$ cat config.mk
export PLATFORM = sky130hd
export DESIGN_NAME = tensor_reverse_sequence_remap
export DESIGN_NICKNAME = d
export VERILOG_FILES = /design/src/rtl/trs_pkg.sv /design/src/rtl/tensor_reverse_sequence_remap.sv /design/src/rtl/trs_ram.sv /design/src/rtl/trs_csr.sv
export SDC_FILE = /design/constraint.sdc
export NUM_CORES = 2
export LEC_CHECK = 0
export ABC_AREA = 1
export ABC_CLOCK_PERIOD_IN_PS = 13100
export BUFFER_PORTS_ARGS = -buffer_cell sky130_fd_sc_hd__buf_2
export CAP_MARGIN = 20
export CORE_MARGIN = 4
export CORE_UTILIZATION = 45
export CTS_CLUSTER_SIZE = 30
export DETAILED_ROUTE_END_ITERATION = 8
export SYNTH_ARGS = -nofsm -noshare
export SYNTH_HDL_FRONTEND = slang
export SYNTH_SLANG_ARGS = --single-unit
$ cat constraint.sdc
create_clock -name clock -period 13.1 [get_ports clock]
set_clock_uncertainty 0.1 [all_clocks]
set_input_delay 1.965 -clock clock [delete_from_list [all_inputs] [get_ports clock]]
set_output_delay 1.965 -clock clock [all_outputs]
set_load 0.02 [all_outputs]
$ cat src/rtl/trs_pkg.sv
package trs_pkg;

   // Field and register widths
   localparam int unsigned NumAxes       = 4;
   localparam int unsigned NumDimsWidth  = 3;
   localparam int unsigned AxisWidth     = 2;
   localparam int unsigned DimWidth      = 9;
   localparam int unsigned BatchIdxWidth = 8;
   localparam int unsigned LenWidth      = 9;
   localparam int unsigned ValueWidth    = 16;
   localparam int unsigned DestWidth     = 32;
   localparam int unsigned AddrWidth     = 5;
   localparam int unsigned DataWidth     = 32;

   // Dimension count limits
   localparam logic [NumDimsWidth-1:0] MinDims = 3'd2;
   localparam logic [NumDimsWidth-1:0] MaxDims = 3'd4;

   // Register reset values
   localparam logic [NumDimsWidth-1:0] NumDimsReset  = 3'd4;
   localparam logic [AxisWidth-1:0]    BatchDimReset = 2'd0;
   localparam logic [AxisWidth-1:0]    SeqDimReset   = 2'd1;
   localparam logic [DimWidth-1:0]     DimSizeReset  = 9'd1;

   // Register index, address bits [4:2]
   typedef enum logic [2:0] {
      REG_NUM_DIMS  = 3'd0,
      REG_BATCH_DIM = 3'd1,
      REG_SEQ_DIM   = 3'd2,
      REG_DIM_SIZE0 = 3'd3,
      REG_DIM_SIZE1 = 3'd4,
      REG_DIM_SIZE2 = 3'd5,
      REG_DIM_SIZE3 = 3'd6
   } reg_index_type;

   // Input word command
   typedef enum logic {
      CMD_STORE_LEN = 1'b0,
      CMD_ELEMENT   = 1'b1
   } command_type;

   typedef logic [DimWidth-1:0] dim_type;

   // Configuration as seen by the datapath
   typedef struct packed {
      logic [NumDimsWidth-1:0]  num_dims;
      logic [AxisWidth-1:0]     batch_dim;
      logic [AxisWidth-1:0]     seq_dim;
      dim_type [NumAxes-1:0]    dim_size;
   } cfg_type;

endpackage

$ cat src/rtl/tensor_reverse_sequence_remap.sv
// Reverse-sequence index remapper for fp16 tensors of two to four axes.
// Request channel (req_*): a word with command CMD_STORE_LEN writes
// seq_length into the per-batch length table at batch_index; a word with
// command CMD_ELEMENT is one tensor element, sent in dense order with
// axis 0 innermost. Response channel (rsp_*): one word per element with its
// dense destination index, the unchanged fp16 bits and last on the final
// element; length stores give no response.
// Both channels use valid/ready. rsp_valid is registered; an accepted element
// passes the five-stage pipeline (length table read, coordinate mirror, two
// multiply stages, final add) with one word of storage per stage, so one
// word is accepted every cycle while the response side does not stall.
// A stalled receiver fills the pipeline stages behind it; req_ready drops
// only when every stage holds a word. The APB port sets axis count, batch
// and sequence axes and axis sizes; write it only between tensors with
// the pipeline empty.
// Reset clears the configuration to its defaults, the coordinate counters
// and the pipeline. The length table is not cleared: write every batch's
// length before streaming elements that use it.
module tensor_reverse_sequence_remap #(
   parameter int unsigned MAX_BATCH = 256,
   parameter int unsigned MAX_DIM   = 256
) (
   input  logic                                  clock,
   input  logic                                  reset,
   // request channel
   input  logic                                  req_valid,
   output logic                                  req_ready,
   input  logic                                  req_command,
   input  logic [trs_pkg::BatchIdxWidth-1:0]     req_batch_index,
   input  logic [trs_pkg::LenWidth-1:0]          req_seq_length,
   input  logic [trs_pkg::ValueWidth-1:0]        req_elem_value,
   // response channel
   output logic                                  rsp_valid,
   input  logic                                  rsp_ready,
   output logic [trs_pkg::DestWidth-1:0]         rsp_dest_index,
   output logic [trs_pkg::ValueWidth-1:0]        rsp_out_value,
   output logic                                  rsp_last,
   // configuration port
   input  logic                                  psel,
   input  logic                                  penable,
   input  logic                                  pwrite,
   input  logic [trs_pkg::AddrWidth-1:0]         paddr,
   input  logic [trs_pkg::DataWidth-1:0]         pwdata,
   output logic [trs_pkg::DataWidth-1:0]         prdata,
   output logic                                  pready
);

   localparam int unsigned NA   = trs_pkg::NumAxes;
   localparam int unsigned CW   = $clog2(MAX_DIM);
   localparam int unsigned XW   = CW + 1;
   localparam int unsigned SW   = $clog2(MAX_DIM + 1);
   localparam int unsigned LW   = trs_pkg::LenWidth;
   localparam int unsigned CLW  = (SW > LW) ? SW : LW;
   localparam int unsigned BAW  = (MAX_BATCH > 1) ? $clog2(MAX_BATCH) : 1;
   localparam int unsigned DW   = trs_pkg::DestWidth;
   localparam int unsigned VW   = trs_pkg::ValueWidth;
   localparam int unsigned P1W  = CW + SW;
   localparam int unsigned P2W  = 2 * SW;
   localparam int unsigned P3W  = 2 * SW + CW;
   localparam int unsigned S3W  = 3 * SW;
   localparam int unsigned P4W  = DW + CW;

   trs_pkg::cfg_type cfg;

   logic [trs_pkg::NumDimsWidth-1:0] nd;
   logic [NA-1:0][SW-1:0]            size;
   logic                             reverse;
   logic                             batch_in_range;

   logic [NA-1:0][CW-1:0] coord_ff;
   logic [NA-1:0][CW-1:0] coord_in;
   logic                  wrap_all;

   logic            req_accept;
   logic            elem_accept;
   logic            store_accept;
   logic            tbl_wr_en;
   logic [31:0]     tbl_wr_wide;
   logic [CW-1:0]   batch_coord;
   logic [31:0]     batch_wide;
   logic [LW-1:0]   tbl_rd_data;

   // stage 1: counters snapshot, table read in flight
   logic                  s1_valid_ff;
   logic                  s1_ready;
   logic [NA-1:0][CW-1:0] s1_coord_ff;
   logic [VW-1:0]         s1_value_ff;
   logic                  s1_last_ff;
   logic                  s1_oob_ff;

   // stage 2: mirrored coordinates
   logic                  s2_valid_ff;
   logic                  s2_ready;
   logic [NA-1:0][CW-1:0] s2_coord_ff;
   logic [NA-1:0][CW-1:0] s2_coord_in;
   logic [VW-1:0]         s2_value_ff;
   logic                  s2_last_ff;
   logic [P2W-1:0]        s2_stride2_ff;
   logic [LW-1:0]         len_raw;
   logic [SW-1:0]         seq_size;
   logic [CLW-1:0]        len_clamp;
   logic [CW-1:0]         seq_coord;
   logic [CLW-1:0]        mirror;

   // stage 3: first products
   logic            s3_valid_ff;
   logic            s3_ready;
   logic [CW-1:0]   s3_c0_ff;
   logic [CW-1:0]   s3_c3_ff;
   logic [P1W-1:0]  s3_p1_ff;
   logic [DW-1:0]   s3_p2_ff;
   logic [DW-1:0]   s3_stride3_ff;
   logic [VW-1:0]   s3_value_ff;
   logic            s3_last_ff;

   // stage 4: outer product and partial sum
   logic            s4_valid_ff;
   logic            s4_ready;
   logic [DW-1:0]   s4_p3_ff;
   logic [DW-1:0]   s4_sum_ff;
   logic [VW-1:0]   s4_value_ff;
   logic            s4_last_ff;

   // response register
   logic            rsp_valid_ff;
   logic            out_ready;
   logic [DW-1:0]   rsp_dest_ff;
   logic [VW-1:0]   rsp_value_ff;
   logic            rsp_last_ff;

   trs_csr u_csr (
      .clock   (clock),
      .reset   (reset),
      .psel    (psel),
      .penable (penable),
      .pwrite  (pwrite),
      .paddr   (paddr),
      .pwdata  (pwdata),
      .prdata  (prdata),
      .pready  (pready),
      .cfg     (cfg)
   );

   // Clamp the axis count
   always_comb begin
      if (cfg.num_dims < trs_pkg::MinDims) begin
         nd = trs_pkg::MinDims;
      end else if (cfg.num_dims > trs_pkg::MaxDims) begin
         nd = trs_pkg::MaxDims;
      end else begin
         nd = cfg.num_dims;
      end
   end

   // Effective axis sizes: unused axes and zero act as one
   always_comb begin
      for (int ax = 0; ax < NA; ax++) begin
         if (3'(ax) >= nd || cfg.dim_size[ax] == '0) begin
            size[ax] = SW'(1);
         end else if (32'(cfg.dim_size[ax]) > MAX_DIM) begin
            size[ax] = SW'(MAX_DIM);
         end else begin
            size[ax] = SW'(cfg.dim_size[ax]);
         end
      end
   end

   assign reverse        = {1'b0, cfg.seq_dim} < nd;
   assign batch_in_range = {1'b0, cfg.batch_dim} < nd;

   // Handshake chain, one word per stage
   assign out_ready = !rsp_valid_ff || rsp_ready;
   assign s4_ready  = !s4_valid_ff || out_ready;
   assign s3_ready  = !s3_valid_ff || s4_ready;
   assign s2_ready  = !s2_valid_ff || s3_ready;
   assign s1_ready  = !s1_valid_ff || s2_ready;
   assign req_ready = s1_ready;

   assign req_accept   = req_valid && req_ready;
   assign elem_accept  = req_accept && (req_command == trs_pkg::CMD_ELEMENT);
   assign store_accept = req_accept && (req_command == trs_pkg::CMD_STORE_LEN);

   // Advance the coordinate counters with carry
   always_comb begin
      wrap_all = 1'b1;
      for (int ax = 0; ax < NA; ax++) begin
         coord_in[ax] = coord_ff[ax];
         if (wrap_all) begin
            if (XW'(coord_ff[ax]) + XW'(1) >= XW'(size[ax])) begin
               coord_in[ax] = '0;
            end else begin
               coord_in[ax] = coord_ff[ax] + CW'(1);
               wrap_all     = 1'b0;
            end
         end
      end
   end

   always_ff @(posedge clock) begin
      if (reset) begin
         coord_ff <= '0;
      end else if (elem_accept) begin
         coord_ff <= coord_in;
      end
   end

   // Length table: store on length words, read at the batch coordinate
   assign tbl_wr_wide = 32'(req_batch_index);
   assign tbl_wr_en   = store_accept && (tbl_wr_wide < MAX_BATCH);
   assign batch_coord = batch_in_range ? coord_ff[cfg.batch_dim] : '0;
   assign batch_wide  = 32'(batch_coord);

   trs_ram #(
      .Width (LW),
      .Depth (MAX_BATCH)
   ) u_length_table (
      .clock   (clock),
      .wr_en   (tbl_wr_en),
      .wr_addr (tbl_wr_wide[BAW-1:0]),
      .wr_data (req_seq_length),
      .rd_en   (elem_accept),
      .rd_addr (batch_wide[BAW-1:0]),
      .rd_data (tbl_rd_data)
   );

   // Stage 1
   always_ff @(posedge clock) begin
      if (reset) begin
         s1_valid_ff <= 1'b0;
      end else if (s1_ready) begin
         s1_valid_ff <= elem_accept;
      end
   end

   always_ff @(posedge clock) begin
      if (elem_accept) begin
         s1_coord_ff <= coord_ff;
         s1_value_ff <= req_elem_value;
         s1_last_ff  <= wrap_all;
         s1_oob_ff   <= batch_wide >= MAX_BATCH;
      end
   end

   // Clamp the length and mirror the sequence coordinate
   always_comb begin
      len_raw  = s1_oob_ff ? '0 : tbl_rd_data;
      seq_size = size[cfg.seq_dim];
      if (CLW'(len_raw) > CLW'(seq_size)) begin
         len_clamp = CLW'(seq_size);
      end else begin
         len_clamp = CLW'(len_raw);
      end
      seq_coord   = s1_coord_ff[cfg.seq_dim];
      mirror      = len_clamp - CLW'(1) - CLW'(seq_coord);
      s2_coord_in = s1_coord_ff;
      if (reverse && (CLW'(seq_coord) < len_clamp)) begin
         s2_coord_in[cfg.seq_dim] = mirror[CW-1:0];
      end
   end

   // Stage 2
   always_ff @(posedge clock) begin
      if (reset) begin
         s2_valid_ff <= 1'b0;
      end else if (s2_ready) begin
         s2_valid_ff <= s1_valid_ff;
      end
   end

   always_ff @(posedge clock) begin
      if (s2_ready) begin
         s2_coord_ff   <= s2_coord_in;
         s2_value_ff   <= s1_value_ff;
         s2_last_ff    <= s1_last_ff;
         s2_stride2_ff <= P2W'(size[0]) * P2W'(size[1]);
      end
   end

   // Stage 3: axis 1 and axis 2 terms, axis 3 stride
   always_ff @(posedge clock) begin
      if (reset) begin
         s3_valid_ff <= 1'b0;
      end else if (s3_ready) begin
         s3_valid_ff <= s2_valid_ff;
      end
   end

   always_ff @(posedge clock) begin
      if (s3_ready) begin
         s3_c0_ff      <= s2_coord_ff[0];
         s3_c3_ff      <= s2_coord_ff[3];
         s3_p1_ff      <= P1W'(s2_coord_ff[1]) * P1W'(size[0]);
         s3_p2_ff      <= DW'(P3W'(s2_coord_ff[2]) * P3W'(s2_stride2_ff));
         s3_stride3_ff <= DW'(S3W'(s2_stride2_ff) * S3W'(size[2]));
         s3_value_ff   <= s2_value_ff;
         s3_last_ff    <= s2_last_ff;
      end
   end

   // Stage 4: axis 3 term and sum of the inner terms
   always_ff @(posedge clock) begin
      if (reset) begin
         s4_valid_ff <= 1'b0;
      end else if (s4_ready) begin
         s4_valid_ff <= s3_valid_ff;
      end
   end

   always_ff @(posedge clock) begin
      if (s4_ready) begin
         s4_p3_ff    <= DW'(P4W'(s3_c3_ff) * P4W'(s3_stride3_ff));
         s4_sum_ff   <= DW'(s3_c0_ff) + DW'(s3_p1_ff) + s3_p2_ff;
         s4_value_ff <= s3_value_ff;
         s4_last_ff  <= s3_last_ff;
      end
   end

   // Response register; hold while the receiver stalls
   always_ff @(posedge clock) begin
      if (reset) begin
         rsp_valid_ff <= 1'b0;
      end else if (out_ready) begin
         rsp_valid_ff <= s4_valid_ff;
      end
   end

   always_ff @(posedge clock) begin
      if (out_ready) begin
         rsp_dest_ff  <= s4_sum_ff + s4_p3_ff;
         rsp_value_ff <= s4_value_ff;
         rsp_last_ff  <= s4_last_ff;
      end
   end

   assign rsp_valid      = rsp_valid_ff;
   assign rsp_dest_index = rsp_dest_ff;
   assign rsp_out_value  = rsp_value_ff;
   assign rsp_last       = rsp_last_ff;

endmodule

$ cat src/rtl/trs_ram.sv
module trs_ram #(
   parameter int unsigned Width     = 9,
   parameter int unsigned Depth     = 256,
   parameter int unsigned AddrWidth = (Depth > 1) ? $clog2(Depth) : 1
) (
   input  logic                 clock,
   input  logic                 wr_en,
   input  logic [AddrWidth-1:0] wr_addr,
   input  logic [Width-1:0]     wr_data,
   input  logic                 rd_en,
   input  logic [AddrWidth-1:0] rd_addr,
   output logic [Width-1:0]     rd_data
);

   logic [Width-1:0] mem_ff [Depth];
   logic [Width-1:0] rd_data_ff;

   // Write port
   always_ff @(posedge clock) begin
      if (wr_en) begin
         mem_ff[wr_addr] <= wr_data;
      end
   end

   // Registered read port; hold the last word while not enabled
   always_ff @(posedge clock) begin
      if (rd_en) begin
         rd_data_ff <= mem_ff[rd_addr];
      end
   end

   assign rd_data = rd_data_ff;

endmodule

$ cat src/rtl/trs_csr.sv
module trs_csr (
   input  logic                                clock,
   input  logic                                reset,
   input  logic                                psel,
   input  logic                                penable,
   input  logic                                pwrite,
   input  logic [trs_pkg::AddrWidth-1:0]       paddr,
   input  logic [trs_pkg::DataWidth-1:0]       pwdata,
   output logic [trs_pkg::DataWidth-1:0]       prdata,
   output logic                                pready,
   output trs_pkg::cfg_type                    cfg
);

   localparam int unsigned DataW = trs_pkg::DataWidth;

   logic [trs_pkg::NumDimsWidth-1:0]          num_dims_ff;
   logic [trs_pkg::AxisWidth-1:0]             batch_dim_ff;
   logic [trs_pkg::AxisWidth-1:0]             seq_dim_ff;
   trs_pkg::dim_type [trs_pkg::NumAxes-1:0]   dim_size_ff;

   trs_pkg::reg_index_type index;
   logic                   wr_en;

   assign index  = trs_pkg::reg_index_type'(paddr[4:2]);
   assign wr_en  = psel && penable && pwrite;
   assign pready = 1'b1;

   // Register write; drop writes beyond the register list
   always_ff @(posedge clock) begin
      if (reset) begin
         num_dims_ff  <= trs_pkg::NumDimsReset;
         batch_dim_ff <= trs_pkg::BatchDimReset;
         seq_dim_ff   <= trs_pkg::SeqDimReset;
         dim_size_ff  <= {trs_pkg::NumAxes{trs_pkg::DimSizeReset}};
      end else if (wr_en) begin
         unique case (index)
            trs_pkg::REG_NUM_DIMS:  num_dims_ff    <= pwdata[2:0];
            trs_pkg::REG_BATCH_DIM: batch_dim_ff   <= pwdata[1:0];
            trs_pkg::REG_SEQ_DIM:   seq_dim_ff     <= pwdata[1:0];
            trs_pkg::REG_DIM_SIZE0: dim_size_ff[0] <= pwdata[8:0];
            trs_pkg::REG_DIM_SIZE1: dim_size_ff[1] <= pwdata[8:0];
            trs_pkg::REG_DIM_SIZE2: dim_size_ff[2] <= pwdata[8:0];
            trs_pkg::REG_DIM_SIZE3: dim_size_ff[3] <= pwdata[8:0];
            default: ;
         endcase
      end
   end

   // Read back
   always_comb begin
      unique case (index)
         trs_pkg::REG_NUM_DIMS:  prdata = DataW'(num_dims_ff);
         trs_pkg::REG_BATCH_DIM: prdata = DataW'(batch_dim_ff);
         trs_pkg::REG_SEQ_DIM:   prdata = DataW'(seq_dim_ff);
         trs_pkg::REG_DIM_SIZE0: prdata = DataW'(dim_size_ff[0]);
         trs_pkg::REG_DIM_SIZE1: prdata = DataW'(dim_size_ff[1]);
         trs_pkg::REG_DIM_SIZE2: prdata = DataW'(dim_size_ff[2]);
         trs_pkg::REG_DIM_SIZE3: prdata = DataW'(dim_size_ff[3]);
         default:                prdata = '0;
      endcase
   end

   assign cfg.num_dims  = num_dims_ff;
   assign cfg.batch_dim = batch_dim_ff;
   assign cfg.seq_dim   = seq_dim_ff;
   assign cfg.dim_size  = dim_size_ff;

endmodule

==> summary.md <==
After the last flow step, the layout net total stands at 14521. The die is 565.4 um tall. The DRC marker count from the first detailed-route iteration was 8624; the logic depth of the worst register-to-register path was 28. The setup check on the worst reg-to-reg path leaves a slack of 6.15 ns. Dividing the detail-routed wire length by the instance count gives 20.08 um. The share of flip-flops with an asynchronous set or reset was 0%. The buffer levels on the longest clock path is 4.

The maximum achievable frequency is 144.0 MHz. In this run, distinct cell masters in the synthesized netlist total 53. The finished cells cover 153400 um^2.

Clock tree synthesis found a total of 2737 sinks. The share of the Yosys chip area taken by registers is 58.21%. The post-synthesis register bit count was 2737. Counting stages on the worst path, the most repeated cell is sky130_fd_sc_hd__nand2_1. Setup repair after global routing left no endpoint under its margin. The post-route netlist has 5.307% of its cells at a drive strength greater than 1. The number of detailed-route iterations in the first pass is 6. Cell with the biggest individual delay on the critical path: sky130_fd_sc_hd__dfxtp_1. The overall die width is 565.4 um, and the number of buffers inserted to repair setup after CTS is 0. For this run, the leading register cell type out of synthesis is sky130_fd_sc_hd__edfxtp_1. Number of enable flip-flop cells after synthesis: 2657. The startpoint identified for the worst register-to-register timing path is u_csr.cfg[8].

From synthesis to final layout, the design area changed by 9.706%. The ratio of total power to cell area is 128.0 nW/um^2, and the mapped cell area is 139800 um^2. The root buffer cell chosen for the clock tree is sky130_fd_sc_hd__clkbuf_16. The average instance in the mapped netlist occupies 10.13 um^2. The tightest slew margin relative to the limit is 26.85%, and the time the worst path needs with I/O delays and setup is 6.945 ns. The count of standard-cell rows is 204. The pin count of the biggest net entering global routing came out at 188.

The top-area cell type share of the netlist area works out to 57.07%. The share of the cycle needed by the critical path after routing was 53.02%. The tools report the reg-to-reg endpoint as s2_coord_ff[23].

The overall power after layout was 0.01964 W; the placed cell area was 143600 um^2. Element type at the critical path start: a flip-flop. In this run the standard cell core region covers 309100 um^2. After clock tree synthesis, the repair step resized 0 gates. The fraction of the mapped netlist area in simple logic gates works out to 18.06%. The static leakage was 64.99 nW. In this run the worst hold path is classified as flip-flop to flip-flop.

The routed layout has 93378 vias. In this run the number of H-tree levels came out at 5. The clock transition at the register clock pins on the worst setup and hold paths after CTS was 0.06 ns; the cell count after synthesis was 13796. The die covers 319700 um^2. The detail route stage leaves a number of antenna-violating nets equal to 0.

In this run the tool buffered the top-level ports with 112 buffer cells. The run finished with clean final reports. Global-route wire length before repair: 546500 um.

The number of buffers created by CTS is 302, and the synthesis warning total is 0. The synthesized netlist devotes 4.197% of its cell area to compound gates. Sorting the synthesized cells by area gives the leading types as sky130_fd_sc_hd__edfxtp_1 57%, sky130_fd_sc_hd__nand2_1 9.1%, sky130_fd_sc_hd__nand3_1 6.6%, sky130_fd_sc_hd__fa_1 6.6%, sky130_fd_sc_hd__inv_1 6.4%.

The number of hold-slack violations in the final timing report is 0. Buffers inserted to repair hold after CTS numbered 0. After detailed routing, the total wire length is 361800 um. The worst hold path was traced through 0 stages. STA puts the critical path data required time at 13.58 ns. The maximum cell stage delay along the critical path is 0.81 ns.

Summed over all instances, the cell type with the most area after synthesis is sky130_fd_sc_hd__edfxtp_1. TritonCTS built the clock tree. Summing the areas of all fa, ha and maj instances in the mapped netlist gives 9.531% of the synthesized area.

At the later pin of the worst-skew pair, clock insertion delay measures 0.92 ns. The tools report the starting density of the core as 45.23%. Along the worst path, the maximum fanout reaches 33. The multiplexer share of the synthesized area works out to 0%.

The count of endpoints failing setup in the final report is 0. The tools report the startpoint of the worst hold path as s1_value_ff[7]. Summed over all layers, the global routing overflow is 0. The worst min-delay path endpoint was s2_value_ff[7].

Cells fill 49.62% of the core in the end. Global routing used 22.26% of the available tracks across all layers. Summing the areas of all xor and xnor instances in the mapped netlist gives 1.115% of the synthesized area. The logs give 0 for the count of pins over their slew limit and 7.42 ns for the signal arrival time at the worst endpoint. The peak supply drop is 0.0001081 V, and the estimated wirelength of the detail-placed design is 221700 um.

STA classifies the critical path endpoint as a flip-flop. In the routed design, unresolved DRC markers number 0. The dominant combinational cell family by area after synthesis was simple AND/OR/NAND/NOR gates.

At the pin with the least slew margin, the transition time is 1.097 ns. Summed over all failing endpoints, the final setup total negative slack is 0 ns. The via count of the first global-routing pass came out at 88752. In the routed layout, each cell is associated on average with a via count of 5.183. Across the run, the number of max-cap violations was 0.

The initial antenna violation count is 8, and the routability congestion estimate from global placement is 0.8812. During I/O placement, the number of pins put on the boundary was 162. The worst setup path is of the flip-flop to flip-flop kind.
## worst max-delay path, delay by kind of cell, from the launching register on
family,cells,cell delay (ns)
DFF,1,0.81
buffers and inverters,6,1.59
AOI/OAI and AO/OA,7,1.15
and+or+nand+nor,13,2.37
adders and majority gates,2,0.54
## layout by cell type (no fill, tap or decap), drive strengths merged, types with 119 or more instances in the layout
cell type and instances:
a21oi 249, buf 229, clkbuf 379, clkinv 119, edfxtp 2657, fa 460
ha 329, inv 2419, nand2 3404, nand3 1856, nor2 706, o211ai 281
o21ai 277
## registers in the layout, summed over array words and instances (netlist names), 17 cells and up
signal                 cells
u_length_table.mem_ff   2304
u_csr.cfg                 36
coord_ff                  32
rsp_dest_index            32
s1_coord_ff               32
s2_coord_ff               32
s4_p3_ff                  32
s3_stride3_ff             27
s4_sum_ff                 27
s3_p2_ff                  26
s2_stride2_ff             18
s3_p1_ff                  17
## kinds of logic (layout without fill, tap and decap cells)
logic type	after synthesis	count (layout)
flops	2737	2737
fa+ha+maj	789	789
simple gates	6049	6049
buf+inv	3109	3178
other cells	2	33
compound gates	932	932
xor+xnor	178	178
## worst max path at each step
stage | start | to | slack [ns] | cells past startpoint
after floorplan | rsp_ready | coord_ff[8] | 2.96 | 12
after global placement | rsp_ready | u_length_table.mem_ff[207][1] | 5.53 | 12
after detailed placement | rsp_ready | u_length_table.mem_ff[125][8] | 5.50 | 12
after CTS | u_csr.num_dims_ff[1] | s3_stride3_ff[20] | 6.23 | 25
after global routing | u_csr.cfg[8] | s2_coord_ff[17] | 5.54 | 28
final | u_csr.cfg[8] | s2_coord_ff[23] | 6.15 | 28
## area by class of cell
cell class | count | area [um^2]
Fill cell | 27700 | 155700
Sequential cell | 2737 | 81390
Multi-Input combinational cell | 7972 | 46220
Inverter | 2412 | 9085
Clock buffer | 379 | 8142
Tap cell | 4120 | 5155
Timing Repair Buffer | 229 | 1749
Clock inverter | 158 | 1614
Antenna cell | 9 | 22.52
## layer usage
layer	part of all wire [%]	GRT usage, %	up-vias	wire, um
li1	-	-	44800	-
met1	43	31.43	44943	156600
met2	47	35.71	3004	168400
met3	6.7	3.145	629	24340
met4	3.4	7.050	2	12410
met5	0.0036	0	-	13
## through the flow
stage                     cells  hold slack (ns)  worst slack, ns
final                     18016           0.3118            6.155
after global routing      18013           0.3217            5.542
after CTS                 18006           0.3129            6.234
after detailed placement  17469           0.3045            5.497
after global placement    17469           0.3001            5.532
after floorplan           13818           0.3003            2.964
## synthesized netlist by cell type (all sizes together), types with 2 or more instances
cell type,count
o2111ai,10
xnor2,61
fa,460
and2,3
o211ai,281
conb,2
a211oi,12
nand3b,5
inv,2403
o21ai,277
clkinv,9
or2,4
nor3b,2
a21boi,11
buf,442
clkbuf,255
xor2,117
nor3,21
o21a,8
nand3,1856
o31ai,2
o22ai,16
ha,329
a31oi,14
a21oi,249
nor2,706
nor4,18
edfxtp,2657
nand4,29
dfxtp,80
a22oi,8
a21o,17
a221o,2
o21bai,15
a221oi,9
nand2,3404
## power by group
group          total, W  switching (W)  internal [W]
Sequential      0.00991       0.000127       0.00979
Clock           0.00844        0.00350       0.00493
Combinational   0.00129       0.000906      0.000384
Total            0.0196        0.00453        0.0151
Power figures use the tool's default switching activity.
